<file path="src/rtl/assert_macros.svh">
// ---------------------------------------------------------------------------
// assert_macros.svh
// Assertion shorthands for the rtl folder
// ---------------------------------------------------------------------------
`ifndef ASSERT_MACROS_SVH
`define ASSERT_MACROS_SVH

// same-cycle implication, disabled during reset
`define ASSERT_SAME(lbl, clk, rst, ante, cons, msg) \
   lbl: assert property (@(posedge clk) disable iff (rst) (ante) |-> (cons)) \
      else $error(msg);

// next-cycle implication, disabled during reset
`define ASSERT_NEXT(lbl, clk, rst, ante, cons, msg) \
   lbl: assert property (@(posedge clk) disable iff (rst) (ante) |=> (cons)) \
      else $error(msg);

`endif

</file>
<file path="src/rtl/sida_pkg.sv">
// ---------------------------------------------------------------------------
// sida_pkg
// Character codes and types shared by the decimal text converter
// ---------------------------------------------------------------------------
package sida_pkg;

   // seven-bit ascii code
   typedef logic [6:0] char_type;

   // one bcd digit
   typedef logic [3:0] digit_type;

   localparam char_type CHAR_MINUS = 7'd45;
   localparam char_type CHAR_ZERO  = 7'd48;
   localparam char_type CHAR_NINE  = 7'd57;

   // double dabble correction threshold and offset
   localparam digit_type DIGIT_FIVE  = 4'd5;
   localparam digit_type DIGIT_THREE = 4'd3;

endpackage

</file>
<file path="src/rtl/signed_int_to_decimal_ascii.sv">
// ---------------------------------------------------------------------------
// signed_int_to_decimal_ascii
// Signed integer to decimal ascii text, one character per response
// ---------------------------------------------------------------------------
// A request carries one two's-complement value of VALUE_BITS bits. The block
// answers with its decimal text, most significant character first, a '-' in
// front of negative values, and rsp_last set on the final digit; zero gives
// the single character '0'. The magnitude goes through a shift-and-add-3
// (double dabble) unit, one bit per cycle, then the leading digit is located
// and the characters (up to 11 at 32 bits) are sent one per cycle while
// rsp_stall is low. req_stall stays high from an accepted request through
// conversion, the leading-digit search and the loading of its last
// character, so a new request is taken only once the previous one is
// through, in an idle cycle. The last character may still sit in the output
// register while the next request is taken.
// ---------------------------------------------------------------------------
module signed_int_to_decimal_ascii #(
   parameter int VALUE_BITS = 32
) (
   input  logic                          clock,
   input  logic                          reset,
   input  logic                          req_valid,
   output logic                          req_stall,
   input  logic signed [VALUE_BITS-1:0]  req_value,
   output logic                          rsp_valid,
   input  logic                          rsp_stall,
   output logic [6:0]                    rsp_character,
   output logic                          rsp_last
);

`include "assert_macros.svh"

   // decimal digits needed for 2^(VALUE_BITS-1)
   localparam int NDIG  = (VALUE_BITS * 30103) / 100000 + 1;
   localparam int BCD_W = NDIG * 4;
   localparam int IDX_W = $clog2(NDIG);
   localparam int CNT_W = $clog2(VALUE_BITS + 1);

   // sequencer states
   localparam logic [1:0] ST_IDLE = 2'd0;
   localparam logic [1:0] ST_CONV = 2'd1;
   localparam logic [1:0] ST_FIND = 2'd2;
   localparam logic [1:0] ST_EMIT = 2'd3;

   logic [1:0]            state_ff, state_in;
   logic [VALUE_BITS-1:0] mag_ff, mag_in;
   logic [BCD_W-1:0]      bcd_ff, bcd_in;
   logic [CNT_W-1:0]      cnt_ff, cnt_in;
   logic [IDX_W-1:0]      idx_ff, idx_in;
   logic                  neg_ff, neg_in;
   logic                  rsp_valid_ff, rsp_valid_in;
   sida_pkg::char_type    rsp_char_ff, rsp_char_in;
   logic                  rsp_last_ff, rsp_last_in;

   logic [BCD_W-1:0]      bcd_adj;
   logic [IDX_W-1:0]      lead_idx;
   sida_pkg::digit_type   cur_digit;
   logic                  out_load;
   logic                  req_take;
   logic                  rsp_is_minus;
   logic                  rsp_is_digit;

   // add-3 correction on every digit before the shift
   always_comb begin
      for (int d = 0; d < NDIG; d++) begin
         if (bcd_ff[d*4 +: 4] >= sida_pkg::DIGIT_FIVE) begin
            bcd_adj[d*4 +: 4] = bcd_ff[d*4 +: 4] + sida_pkg::DIGIT_THREE;
         end else begin
            bcd_adj[d*4 +: 4] = bcd_ff[d*4 +: 4];
         end
      end
   end

   // highest nonzero digit, digit zero when the value is zero
   always_comb begin
      lead_idx = '0;
      for (int d = 1; d < NDIG; d++) begin
         if (bcd_ff[d*4 +: 4] != 4'd0) begin
            lead_idx = IDX_W'(d);
         end
      end
   end

   assign cur_digit = bcd_ff[idx_ff*4 +: 4];
   assign req_take  = req_valid && (state_ff == ST_IDLE);
   assign out_load  = !rsp_valid_ff || !rsp_stall;

   // sequencer
   always_comb begin
      state_in     = state_ff;
      mag_in       = mag_ff;
      bcd_in       = bcd_ff;
      cnt_in       = cnt_ff;
      idx_in       = idx_ff;
      neg_in       = neg_ff;
      rsp_valid_in = rsp_valid_ff && rsp_stall;
      rsp_char_in  = rsp_char_ff;
      rsp_last_in  = rsp_last_ff;
      case (state_ff)
         ST_IDLE: begin
            if (req_take) begin
               neg_in = req_value[VALUE_BITS-1];
               if (req_value[VALUE_BITS-1]) begin
                  mag_in = ~$unsigned(req_value) + VALUE_BITS'(1);
               end else begin
                  mag_in = $unsigned(req_value);
               end
               bcd_in   = '0;
               cnt_in   = CNT_W'(VALUE_BITS);
               state_in = ST_CONV;
            end
         end
         ST_CONV: begin
            bcd_in = {bcd_adj[BCD_W-2:0], mag_ff[VALUE_BITS-1]};
            mag_in = {mag_ff[VALUE_BITS-2:0], 1'b0};
            cnt_in = cnt_ff - CNT_W'(1);
            if (cnt_ff == CNT_W'(1)) begin
               state_in = ST_FIND;
            end
         end
         ST_FIND: begin
            idx_in   = lead_idx;
            state_in = ST_EMIT;
         end
         ST_EMIT: begin
            if (out_load) begin
               rsp_valid_in = 1'b1;
               if (neg_ff) begin
                  rsp_char_in = sida_pkg::CHAR_MINUS;
                  rsp_last_in = 1'b0;
                  neg_in      = 1'b0;
               end else begin
                  rsp_char_in = sida_pkg::CHAR_ZERO + {3'b000, cur_digit};
                  rsp_last_in = (idx_ff == '0);
                  idx_in      = idx_ff - IDX_W'(1);
                  if (idx_ff == '0) begin
                     state_in = ST_IDLE;
                  end
               end
            end
         end
         default: begin
            state_in = ST_IDLE;
         end
      endcase
   end

   // control registers
   always_ff @(posedge clock) begin
      if (reset) begin
         state_ff     <= ST_IDLE;
         rsp_valid_ff <= 1'b0;
      end else begin
         state_ff     <= state_in;
         rsp_valid_ff <= rsp_valid_in;
      end
   end

   // datapath registers
   always_ff @(posedge clock) begin
      mag_ff      <= mag_in;
      bcd_ff      <= bcd_in;
      cnt_ff      <= cnt_in;
      idx_ff      <= idx_in;
      neg_ff      <= neg_in;
      rsp_char_ff <= rsp_char_in;
      rsp_last_ff <= rsp_last_in;
   end

   assign req_stall     = (state_ff != ST_IDLE);
   assign rsp_valid     = rsp_valid_ff;
   assign rsp_character = rsp_char_ff;
   assign rsp_last      = rsp_last_ff;

   // character classes seen by the checks
   assign rsp_is_minus = (rsp_char_ff == sida_pkg::CHAR_MINUS);
   assign rsp_is_digit = (rsp_char_ff >= sida_pkg::CHAR_ZERO) &&
                         (rsp_char_ff <= sida_pkg::CHAR_NINE);

   // checks
   `ASSERT_NEXT(a_take_starts_conv, clock, reset, req_take, state_ff == ST_CONV, "request lost")
   `ASSERT_SAME(a_conv_count, clock, reset, state_ff == ST_CONV, cnt_ff != '0, "count ran out")
   `ASSERT_SAME(a_char_legal, clock, reset, rsp_valid_ff, rsp_is_minus || rsp_is_digit, "bad char")
   `ASSERT_SAME(a_minus_not_last, clock, reset, rsp_valid_ff && rsp_is_minus, !rsp_last_ff, "sign last")

endmodule

</file>
<file path="config.mk">
export PLATFORM = sky130hd
export DESIGN_NAME = signed_int_to_decimal_ascii
export DESIGN_NICKNAME = d
export VERILOG_FILES = /design/src/rtl/sida_pkg.sv /design/src/rtl/signed_int_to_decimal_ascii.sv
export VERILOG_INCLUDE_DIRS = /design/src /design/src/rtl
export SDC_FILE = /design/constraint.sdc
export NUM_CORES = 1
export LEC_CHECK = 0
export ABC_AREA = 1
export ABC_CLOCK_PERIOD_IN_PS = 9900
export BUFFER_PORTS_ARGS = -buffer_cell sky130_fd_sc_hd__buf_4
export CORE_MARGIN = 4
export CORE_UTILIZATION = 53
export DETAILED_ROUTE_END_ITERATION = 12
export GPL_ROUTABILITY_DRIVEN = 0
export PLACE_DENSITY = 0.75
export SLEW_MARGIN = 30
export SYNTH_ARGS = -nofsm -noshare
export SYNTH_HDL_FRONTEND = slang
export SYNTH_SLANG_ARGS = --single-unit
</file>
<file path="constraint.sdc">
create_clock -name clock -period 9.9 [get_ports clock]
set_input_delay 0.99 -clock clock [delete_from_list [all_inputs] [get_ports clock]]
set_output_delay 0.99 -clock clock [all_outputs]
set_load 0.01 [all_outputs]
</file>
Yosys cells after proc, flatten, opt, wreduce, memory -nomap -nowiden. Cells that the tools add are included.

Input port bits: 36. Output and inout port bits: 10. Word-level logic and storage cells: 109. Bits in registers: 94.

Eq/ne operators: 9. Shift-type cells: 1. Bitwise operators: 1. $add $sub $neg: 14. Muxes and demuxes: 40. $lt $le $gt $ge: 10. Reductions and logical operators: 25.

Operators with widths (count): 40-bit case mux with 2 select lines (1); 4-bit 2-to-1 mux (19); 32-bit 2-to-1 mux (2); 32-bit case mux with 2 select lines (1); 4-bit by 3-bit >= comparator with 1-bit output, second input constant (10); 40-bit 2-to-1 mux (1); 40-bit by 7-bit variable part select with 4-bit output (1); 4-bit by 2-bit adder with 4-bit output, second input constant (9); 4-bit nonzero test (9); 32-bit by 1-bit adder with 32-bit output, second input constant (1); 32-bit inverter (1); 6-bit case mux with 2 select lines (1); 2-bit 2-to-1 mux (5); 2-bit inequality test, second input constant (5); 2-bit case mux with 4 select lines (1); 4-bit case mux with 2 select lines (1); 2-bit nonzero test (4); 6-bit by 4-bit adder with 7-bit output, first input constant (1); 6-bit by 1-bit == test with 1-bit output, second input constant (1); 6-bit 2-to-1 mux (1); 3-bit AND reduction (2); 6-bit by 1-bit subtractor with 6-bit output, second input constant (1); 1-bit 2-to-1 mux (5); 5-bit AND reduction (1); other kinds (12) (16).

Logic depth before layout (Yosys ltp).
Depth after elaboration: 11. Gate-level depth with buffers: 12. Gate-level depth less buffers: 12.

Worst setup path before layout. OpenSTA, ideal clock, no wires.

Kind: flip-flop to flip-flop. From: reg state_ff[1]. To: reg bcd_ff[0], enable pin. Slack: 2980 ps. Cell stages (with the launch flop): 6. Arrival: 6298 ps. Period minus slack after synthesis: 6920 ps. Required time: 9278 ps. Path buffers: 1. Library setup time: 622 ps. Cell sequence: dfxtp_1 inv_1 ha_1 inv_2 clkbuf_8 o21ai_0.

Longest elaborated chain between the ends: 4. Elaborated cells between the ends (all ways): 6. Those cells by class: eq/ne: 2; reduce/logical: 4.

RTL lines: start, declared (RTL line signed_int_to_decimal_ascii.sv:45) `logic [1:0] state_ff, state_in;`; start signal, assigned (RTL line signed_int_to_decimal_ascii.sv:154) `state_ff <= state_in;`; 2-bit zero test (RTL line signed_int_to_decimal_ascii.sv:85, signed_int_to_decimal_ascii.sv:99); 1-bit logical AND (RTL line signed_int_to_decimal_ascii.sv:85) `assign req_take = req_valid && (state_ff == ST_IDLE);`; 2-bit inequality test (no line); 2-bit AND reduction (no line) *; end signal, assigned (RTL line signed_int_to_decimal_ascii.sv:162) `bcd_ff <= bcd_in;`; end, declared (RTL line signed_int_to_decimal_ascii.sv:47) `logic [BCD_W-1:0] bcd_ff, bcd_in;`.

Every way passes the cells marked *; elsewhere a longest branch is shown, timed or not. A chain may end at the register's enable or synchronous reset.

Worst setup path after layout.
From: reg state_ff[1]. To: reg mag_ff[22], enable pin.

Longest elaborated chain between the ends: 4. Elaborated cells between the ends (all ways): 6. Those cells by class: eq/ne: 2; reduce/logical: 4.

RTL lines: 2-bit zero test (RTL line signed_int_to_decimal_ascii.sv:85, signed_int_to_decimal_ascii.sv:99); 1-bit logical AND (RTL line signed_int_to_decimal_ascii.sv:85); 2-bit inequality test (no line); 2-bit AND reduction (no line) *; end signal, assigned (RTL line signed_int_to_decimal_ascii.sv:161) `mag_ff <= mag_in;`; end, declared (RTL line signed_int_to_decimal_ascii.sv:46) `logic [VALUE_BITS-1:0] mag_ff, mag_in;`.

Marked as above.

==> impl_metrics.json <==
{
  "place_ws_ns": 7.32,
  "netlist_top_cells_count": "nand2_1 (143), inv_1 (94), edfxtp_1 (89)",
  "h-tree-depth": 3,
  "max_freq_mhz": 387,
  "worst-endpoint-required_ns": 9.88,
  "antenna_cells": 0,
  "period_needed_ns": 2.59,
  "outcome": "finished, final reports clean",
  "port-buffer-count": 43,
  "min-delay-start": "mag_ff[31]$_DFFE_PP_",
  "rsz0062_at_grt": "false",
  "fin_crit_sh": 0.261,
  "synthXorXnorAreaFrac": 0.0217,
  "hp-class": "reg -> reg",
  "start_util": 0.550,
  "worstSkewPairLatency_ns": 0.35,
  "crit_chain": "inv_1, ha_2, buf_4, inv_2, o21ai_4, buf_16, buf_16, buf_4",
  "fin_tns_setup_ns": 0,
  "ir_drop_uv": 134,
  "cp_top_family": "buffers and inverters",
  "cts.repair.resized": 0,
  "path_class": "reg -> reg",
  "synthDistinctLibCells": 40,
  "hold_end": "bcd_ff[0]$_SDFFCE_PN0P_",
  "fp.dieArea_um2": 13200,
  "design.core.area_um2": 11000,
  "tightest_slew_ns": 0.666,
  "crit_path_max_fanout": 58,
  "pwr_density_cell_nw_per_um2": 266,
  "cts_buffer_depth": 2,
  "crit_arrival_ns": 2.57,
  "synth_area_per_cell_um2": 8.17,
  "r2r-start": "state_ff[1]$_SDFFE_PP0P_",
  "yosysSeqAreaShare": 0.451,
  "r2r_slack_ns": 7.31,
  "ys_top_cells_by_area": "edfxtp_1 (44%), nand2_1 (8.9%), o21ai_0 (6.1%)",
  "layout-drive-gt1-share": 0.128,
  "synth_top_family_by_area": "simple AND/OR/NAND/NOR gates",
  "drv_slew": 0,
  "cp_slowest_stage_delay_ns": 0.47,
  "grt_overflow": 0,
  "finalSetupViolCount": 0,
  "slew_headroom": 0.556,
  "synth.area.mux_share": 0,
  "route.detailed.drc": 0,
  "clk_pin_slew_worst_paths_ns": 0.07,
  "multi_input_area_um2": 2820,
  "synth_top_area_share": 0.441,
  "startpoint_type": "flip-flop",
  "avgViaCountPerCell": 5.52,
  "synth_compound_area_frac": 0.147,
  "cts_tree": "done",
  "skew_ns": 0.00821,
  "routed_wl_um": 13300,
  "cts_hold_buf": 0,
  "ff2ff_path_depth": 8,
  "cp-end-kind": "flip-flop",
  "yosys_register_bits": 92,
  "grt_pass1_vias": 4975,
  "dr.pass1.iters": 5,
  "synth_edf_count": 89,
  "yosys.cell_count.top_type": "nand2_1",
  "die_h_um": 115,
  "ant_nets": 0,
  "antenna_found_initial": 0,
  "max_cap_violations": 0,
  "ys.flop_type": "edfxtp_1",
  "grt_pass1_wl_um": 22600,
  "num_rows": 38,
  "slowest_stage": "buf_4",
  "layout.nets": 842,
  "yosys_warnings": 0,
  "wl_per_cell_um": 14.4,
  "synthAdderAreaFrac": 0.0578,
  "async_flop_share": 0,
  "synth-simple-area-share": 0.236,
  "r2r-end": "mag_ff[22]$_DFFE_PP_",
  "grt_max_degree": 59,
  "p_leak_nw": 2.90,
  "fillCellCount": 943,
  "root_buffer": "clkbuf_16",
  "syn_inst": 742,
  "regArea_um2": 2730,
  "crit_buf_inv": 6,
  "whs_path_depth": 2,
  "yosysTopAreaCell": "edfxtp_1",
  "hold_viol_final": 0,
  "grtUsageTotal": 0.211,
  "drtIter0Drc": 507,
  "vias": 5097,
  "clock-sinks": 92,
  "setup_slack_ns": 7.31,
  "numCtsBuffers": 9,
  "syn_nets": 806,
  "syn2layout_area_growth_pct": 12.5,
  "dp_hpwl_um": 9790,
  "synth_area_um2": 6060,
  "ios": 46,
  "postCtsSetupBuffers": 0,
  "die_x_um": 115
}
layout make-up:
| type | instances | area share |
|---|---|---|
| sequential | 92 | 0.401 |
| multi-input combinational | 528 | 0.414 |
| clock inverter | 5 | 0.0110 |
| clock buffer | 11 | 0.0356 |
| timing repair buffer | 48 | 0.0587 |
| inverter | 99 | 0.0545 |
| tap | 140 | 0.0257 |
metrics by stage:
| step | std cells | power [W] | cell area [um^2] | hold WS, ns | utilization |
|---|---|---|---|---|---|
| 2_1_floorplan | 742 | 0.00126 | 6060 | 0.474 | - |
| 3_3_place_gp | 905 | 0.00137 | 6450 | 0.486 | 0.585 |
| 3_5_place_dp | 907 | 0.00144 | 6500 | 0.493 | 0.590 |
| 4_1_cts | 923 | 0.00181 | 6820 | 0.507 | 0.618 |
| 5_1_grt | 923 | 0.00195 | 6820 | 0.538 | 0.618 |
| 6_report | 923 | 0.00181 | 6820 | 0.508 | 0.618 |
logic make-up (layout without fill, tap and decap cells):
group	Yosys count	in the layout
AND/OR/NAND/NOR	318	318
AO/OA/AOI/OAI	165	165
buffers and inverters	122	163
flip-flops	92	92
adder cells (fa/ha/maj)	28	28
XOR/XNOR	15	15
other	2	2
per-layer routing:
metal  vias up  routed length (um)  part of all wire  track usage
met5         -                   0                 0            0
met4         0                 301             0.023       0.0837
met3        29                 670             0.050       0.0316
met2       153                6390              0.48        0.347
met1      2341                5960              0.45        0.280
li1       2574                   -                 -            -
worst max-delay path by stage:
stage | startpoint | to | slack, ns | cells past startpoint
after floorplan | state_ff[1]$_SDFFE_PP0P_ | bcd_ff[0]$_SDFFCE_PN0P_ | 2.98 | 5
after global placement | state_ff[1]$_SDFFE_PP0P_ | cnt_ff[0]$_SDFFCE_PN0P_ | 6.86 | 6
after detailed placement | state_ff[1]$_SDFFE_PP0P_ | cnt_ff[0]$_SDFFCE_PN0P_ | 7.32 | 8
after CTS | state_ff[1]$_SDFFE_PP0P_ | mag_ff[22]$_DFFE_PP_ | 7.31 | 8
after global routing | state_ff[1]$_SDFFE_PP0P_ | bcd_ff[22]$_SDFFCE_PN0P_ | 7.13 | 8
final | state_ff[1]$_SDFFE_PP0P_ | mag_ff[22]$_DFFE_PP_ | 7.31 | 8
worst min-delay path, delay by kind of cell, from the launching register on:
| family | cells | cell delay, ns |
|---|---|---|
| flip-flops | 1 | 0.32 |
| AND/OR/NAND/NOR | 1 | 0.05 |
| buffers and inverters | 1 | 0.04 |
registers in the layout (all words and copies together), names as in the netlist:
signal / cells
cnt_ff: 6
state_ff: 2
mag_ff: 32
rsp_valid: 1
rsp_character: 5
idx_ff: 4
bcd_ff: 40
rsp_last: 1
neg_ff: 1
cell usage in the layout, fill, tap and decap left out, types with 9 or more instances in the layout:
cell / synthesis / routed
edfxtp_1: 89 / 89
inv_1: 94 / 94
nor2_1: 74 / 74
nand3_1: 50 / 50
o21ai_0: 74 / 73
ha_1: 28 / 27
xor2_1: 13 / 13
buf_4: 2 / 46
nand2_1: 143 / 143
a21oi_1: 58 / 58
nor2_2: 10 / 10
clkbuf_16: 0 / 9
power breakdown:
| part | total [W] | internal, W | switching [W] |
|---|---|---|---|
| logic | 0.000702 | 0.000237 | 0.000465 |
| clock network | 0.000369 | 0.000227 | 0.000142 |
| registers | 0.000740 | 0.000645 | 0.0000948 |
(Power assumes the default switching activity.)
